### config.mk
export PLATFORM = sky130hd
export DESIGN_NAME = trfr_front
export DESIGN_NICKNAME = d
export VERILOG_FILES = /design/src/rtl/trfr_pkg.sv /design/src/rtl/trfr_front.sv
export SDC_FILE = /design/constraint.sdc
export NUM_CORES = 1
export LEC_CHECK = 0
export ABC_AREA = 1
export ABC_CLOCK_PERIOD_IN_PS = 11500
export BUFFER_PORTS_ARGS = -buffer_cell sky130_fd_sc_hd__clkbuf_2
export CAP_MARGIN = 10
export CORE_ASPECT_RATIO = 1.2
export CORE_UTILIZATION = 62
export DETAILED_ROUTE_END_ITERATION = 10
export PLACE_DENSITY_LB_ADDON = 0.08
export SLEW_MARGIN = 20
export SYNTH_ARGS = -nofsm -noshare
export SYNTH_HDL_FRONTEND = slang
export SYNTH_SLANG_ARGS = --single-unit
### constraint.sdc
create_clock -name clk -period 11.5 [get_ports clk]
set_input_delay 0.575 -clock clk [delete_from_list [all_inputs] [get_ports clk]]
set_output_delay 0.575 -clock clk [all_outputs]
set_load 0.02 [all_outputs]
### src/rtl/trfr_pkg.sv
// shared types and constants of the triangle filter resampler
// no dependencies; used by the top level, front end, divider and engine
package trfr_pkg;

	localparam int SRC_DIM_MAX = 256;
	localparam int DST_DIM_MAX = 128;
	localparam int WFRAC       = 16;
	localparam int IMG_AW      = 16;
	localparam int IMG_DEPTH   = SRC_DIM_MAX * SRC_DIM_MAX;
	localparam int TAP_AW      = 8;
	localparam int TAP_DEPTH   = SRC_DIM_MAX;
	localparam int WGT_W       = WFRAC + 1;
	localparam int DIV_NW      = 28;
	localparam int DIV_DW      = 20;
	localparam int DIV_CW      = 5;
	localparam int V_W         = 26;
	localparam int ACC_W       = 44;

	localparam logic [V_W-1:0] V_MAX = V_W'((256 << WFRAC) - 1);
	localparam logic [WGT_W-1:0] W_ONE = WGT_W'(1 << WFRAC);

	localparam logic FUNC_LOAD  = 1'b0;
	localparam logic FUNC_QUERY = 1'b1;

	localparam logic [1:0] REG_SRC_WIDTH  = 2'd0;
	localparam logic [1:0] REG_SRC_HEIGHT = 2'd1;
	localparam logic [1:0] REG_DST_WIDTH  = 2'd2;
	localparam logic [1:0] REG_DST_HEIGHT = 2'd3;

	typedef struct packed {
		logic       func;
		logic [7:0] src_col;
		logic [7:0] src_row;
		logic [31:0] src_pixel;
		logic [6:0] dst_col;
		logic [6:0] dst_row;
	} item_t;

	typedef struct packed {
		logic [8:0] src_width;
		logic [8:0] src_height;
		logic [7:0] dst_width;
		logic [7:0] dst_height;
	} cfg_t;

	typedef struct packed {
		logic              start;
		logic [DIV_NW-1:0] num;
		logic [DIV_DW-1:0] den;
	} div_req_t;

	typedef struct packed {
		logic              done;
		logic [DIV_NW-1:0] quo;
	} div_rsp_t;

endpackage

### src/rtl/trfr_front.sv
// front end: accepts stream items, unpacks and queues them for the engine
// depends on trfr_pkg
module trfr_front #(
	parameter int DEPTH = 4
) (
	input  logic               clk,
	input  logic               arst_n,
	input  logic               s_tvalid,
	output logic               s_tready,
	input  logic [63:0]        s_tdata,
	input  logic               s_tuser,
	input  logic               pop,
	output logic               q_valid,
	output trfr_pkg::item_t    q_item
);

	localparam int AW = (DEPTH > 1) ? $clog2(DEPTH) : 1;

	trfr_pkg::item_t        buf_q [DEPTH];
	trfr_pkg::item_t        in_item;
	logic [AW-1:0]          wptr_q, rptr_q;
	logic [AW:0]            cnt_q;
	logic                   push, do_pop;

	always_comb begin
		in_item.func      = s_tuser;
		in_item.src_col   = s_tdata[7:0];
		in_item.src_row   = s_tdata[15:8];
		in_item.src_pixel = s_tdata[47:16];
		in_item.dst_col   = s_tdata[54:48];
		in_item.dst_row   = s_tdata[61:55];
	end

	assign s_tready = (cnt_q != (AW+1)'(DEPTH));
	assign q_valid  = (cnt_q != '0);
	assign q_item   = buf_q[rptr_q];
	assign push     = s_tvalid && s_tready;
	assign do_pop   = pop && q_valid;

	always_ff @(posedge clk) begin
		if (push) begin
			buf_q[wptr_q] <= in_item;
		end
	end

	always_ff @(posedge clk or negedge arst_n) begin
		if (!arst_n) begin
			wptr_q <= '0;
			rptr_q <= '0;
			cnt_q  <= '0;
		end else begin
			if (push) begin
				wptr_q <= (wptr_q == AW'(DEPTH-1)) ? '0 : wptr_q + 1'b1;
			end
			if (do_pop) begin
				rptr_q <= (rptr_q == AW'(DEPTH-1)) ? '0 : rptr_q + 1'b1;
			end
			if (push && !do_pop) begin
				cnt_q <= cnt_q + 1'b1;
			end else if (do_pop && !push) begin
				cnt_q <= cnt_q - 1'b1;
			end
		end
	end

endmodule

==> key figures <==
Global route
  • Grt ovf: 0
  • Largest net degree at the start of global routing: 125
  • Vias in the first global route: 6471
  • First-pass GRT wire length: 32000 um
  • Initial antenna violation count: 1
  • Total track usage: 23.6%

STA
  • Period utilization: 29.6%
  • Setup TNS Final: 0 ns
  • Slew HR: 28.0%
  • Max-slew violations: 0
  • Skew final: 0.00790 ns
  • Final worst path period need: 3.41 ns
  • Setup ws final: 8.09 ns
  • Final setup fails: 0
  • WHS: 0.282 ns
  • Measured slew at the worst slew-check pin: 1.08 ns
  • Max Fclk: 0.294 GHz
  • Final Hold Viols: 0
  • RSZ-0062 raised after global routing: no

Synthesis
  • Synth area leaders: edfxtp_1 (71%), nand2_1 (7.2%), o211ai_1 (6.5%)
  • Synth warn: 0
  • Synth Cell Area: 10600 um2
  • Sequential element share of the synthesized area: 73.0%
  • Yosys top cell area share: 71.4%
  • Post-synth net total: 869
  • Yosys reg bits: 259
  • Avg Cell Area, Syn: 13.4 um2
  • Yosys cell types: 21
  • Cell taking the most area after synthesis: edfxtp_1
  • Gate Count Post-Synth: 793

Clock network
  • H-tree Lvls: 1
  • Clock root buffer: clkbuf_16
  • Setup bufs post-CTS: 0
  • Clk sinks: 259
  • Clk slew on worst S/H paths: 0.06 ns
  • Clock buffer depth: 3
  • CTS tree: built
  • Later-pin clock latency in the skew report: 0.51 ns
  • Num CTS Buffers: 25

Worst setup path
  • CP max FO: 37
  • Worst EP required: 10.93 ns
  • WS Path Type: register to output port
  • Worst Path Arrival: 2.83 ns
  • FF-to-FF path depth: 5
  • Crit. End Element: output port
  • Worst Setup Start Kind: register

Power and ir drop
  • Comb power frac: 35.0%
  • Sw Share: 37.3%
  • Share of power burned in registers: 41.0%
  • Leak Pwr: 4.90 nW
  • Sw power: 0.00122 W
  • PD cells: 269 nW/um2
  • Internal Power: 0.00204 W
  • Clock power frac: 24.1%
  • Worst VDD drop: 184 uV

Layout
  • Commonest non-fill, non-tap cells in the layout: edfxtp_1 (252), nand2_1 (204), inv_1 (135)
  • Commonest non-fill, non-tap cell in the layout: edfxtp_1
  • Synth-to-layout area growth: 14.6%
  • Share of layout cells above drive strength 1: 23.1%
  • Fill cells: 1126
  • Finished Layout Cells: 1153
  • Nets: 995
  • Antenna diode instance count: 0
  • Finished Core Util: 72.4%

Floorplanning
  • DIE WIDTH: 121 um
  • IO Count: 134
  • Area of the core: 16800 um2
  • Starting density of the core: 63.2%
  • Die ar.: 17600 um2
  • Die H: 145 um
  • Row count: 52

Routing
  • DRC: 0
  • 1st-iter DRT viols: 302
  • Vias per inst: 5.41
  • Final ANT Viol Nets: 0
  • Routed WL per cell: 17.6 um
  • Final WL: 20200 um
  • Drt pass-1 iters: 4
  • Via count: 6240

Place
  • Hpwl dp: 11700 um
  • PortBufs: 131
  • GPL Wtd Cong: 0.692
  • Worst slack, placed: 8.56 ns
  • Placed Instances: 1107

Min path
  • WHS Path Cells: 1
  • Worst min-delay path class: primary input to register

Status
  • Status: completed

Run
  • Number of max-cap violations: 0
## synth_stat cells (all sizes together)
cell type	instances
dfrtp	7
nand2	204
o211ai	126
xnor2	1
ha	6
o21ai	1
edfxtp	252
buf	40
fa	1
nor2	6
nand3	7
nand4	1
clkinv	1
clkbuf	1
inv	139
## power groups by stage
stage | Clock [W] | Sequential [W] | Combinational [W]
floorplan | 0 | 0.00131 | 0.000867
global placement | 0 | 0.00134 | 0.00110
detailed placement | 0 | 0.00136 | 0.00115
CTS | 0.000800 | 0.00134 | 0.00116
global route | 0.000840 | 0.00135 | 0.00125
finish | 0.000785 | 0.00134 | 0.00114
## registers in the layout, indices dropped and copies added (netlist names)
| register | cells |
|---|---|
| rptr_q | 2 |
| buf_q | 252 |
| cnt_q | 3 |
| wptr_q | 2 |
## routing by layer
layer,vias to the layer above,wire (um),global-route usage [%]
met3,34,1180,4.64
met4,0,311,6.30
met1,3041,7760,27.4
met5,-,0,0
met2,156,11000,43.8
li1,3009,-,-
## cell families (layout without fill, tap and decap cells)
| group | after synthesis | after routing | share of synthesized area [%] |
|---|---|---|---|
| compound gates | 127 | 127 | 10.6 |
| fa+ha+maj | 7 | 7 | 0.897 |
| buf+inv | 181 | 325 | 7.60 |
| simple gates | 218 | 218 | 7.82 |
| xor+xnor | 1 | 1 | 0.0826 |
| flops | 259 | 259 | 73.0 |
## critical path, cell delays in order, from the launching register on
cell and delay [ns]:
dfrtp_4 0.69, inv_2 0.53, buf_4 0.55, o211ai_1 0.23
nand2_1 0.13, clkbuf_2 0.17
## worst paths after layout
path / startpoint / to / slack [ns]
worst max-delay path: rptr_q[1] / q_item[48] / 8.09
worst min-delay path: s_tdata[10] / buf_q[0][48] / 0.28
worst max register to register: cnt_q[1] / buf_q[0][53] / 8.59
worst min register to register: cnt_q[2] / cnt_q[2] / 0.56
max in group asynchronous: arst_n / rptr_q[0] / 10.85
min in group asynchronous: arst_n / wptr_q[1] / 0.46
## area by class of cell
cell class | count | area [um2] | share of cell area (%)
clock buffers | 29 | 641 | 5.27
flip-flops and latches | 259 | 7750 | 63.8
clock inverters | 16 | 148 | 1.22
multi-input cells | 353 | 2080 | 17.2
inverters | 140 | 526 | 4.33
well taps | 216 | 270 | 2.22
repair buffers | 140 | 729 | 6.00
## timing repair
| item | CTS | global route |
|---|---|---|
| hold endpoints to repair | 7 | 0 |
| gates resized for setup | 0 | 0 |
| hold buffers | 1 | 0 |
## per-stage QoR
step                      area, um2  total power (W)
after detailed placement      11300          0.00251
after global routing          12100          0.00344
after CTS                     12100          0.00330
after global placement        11300          0.00244
final                         12100          0.00326
after floorplan               10600          0.00218
No activity file was read; power rests on OpenSTA's default activity.
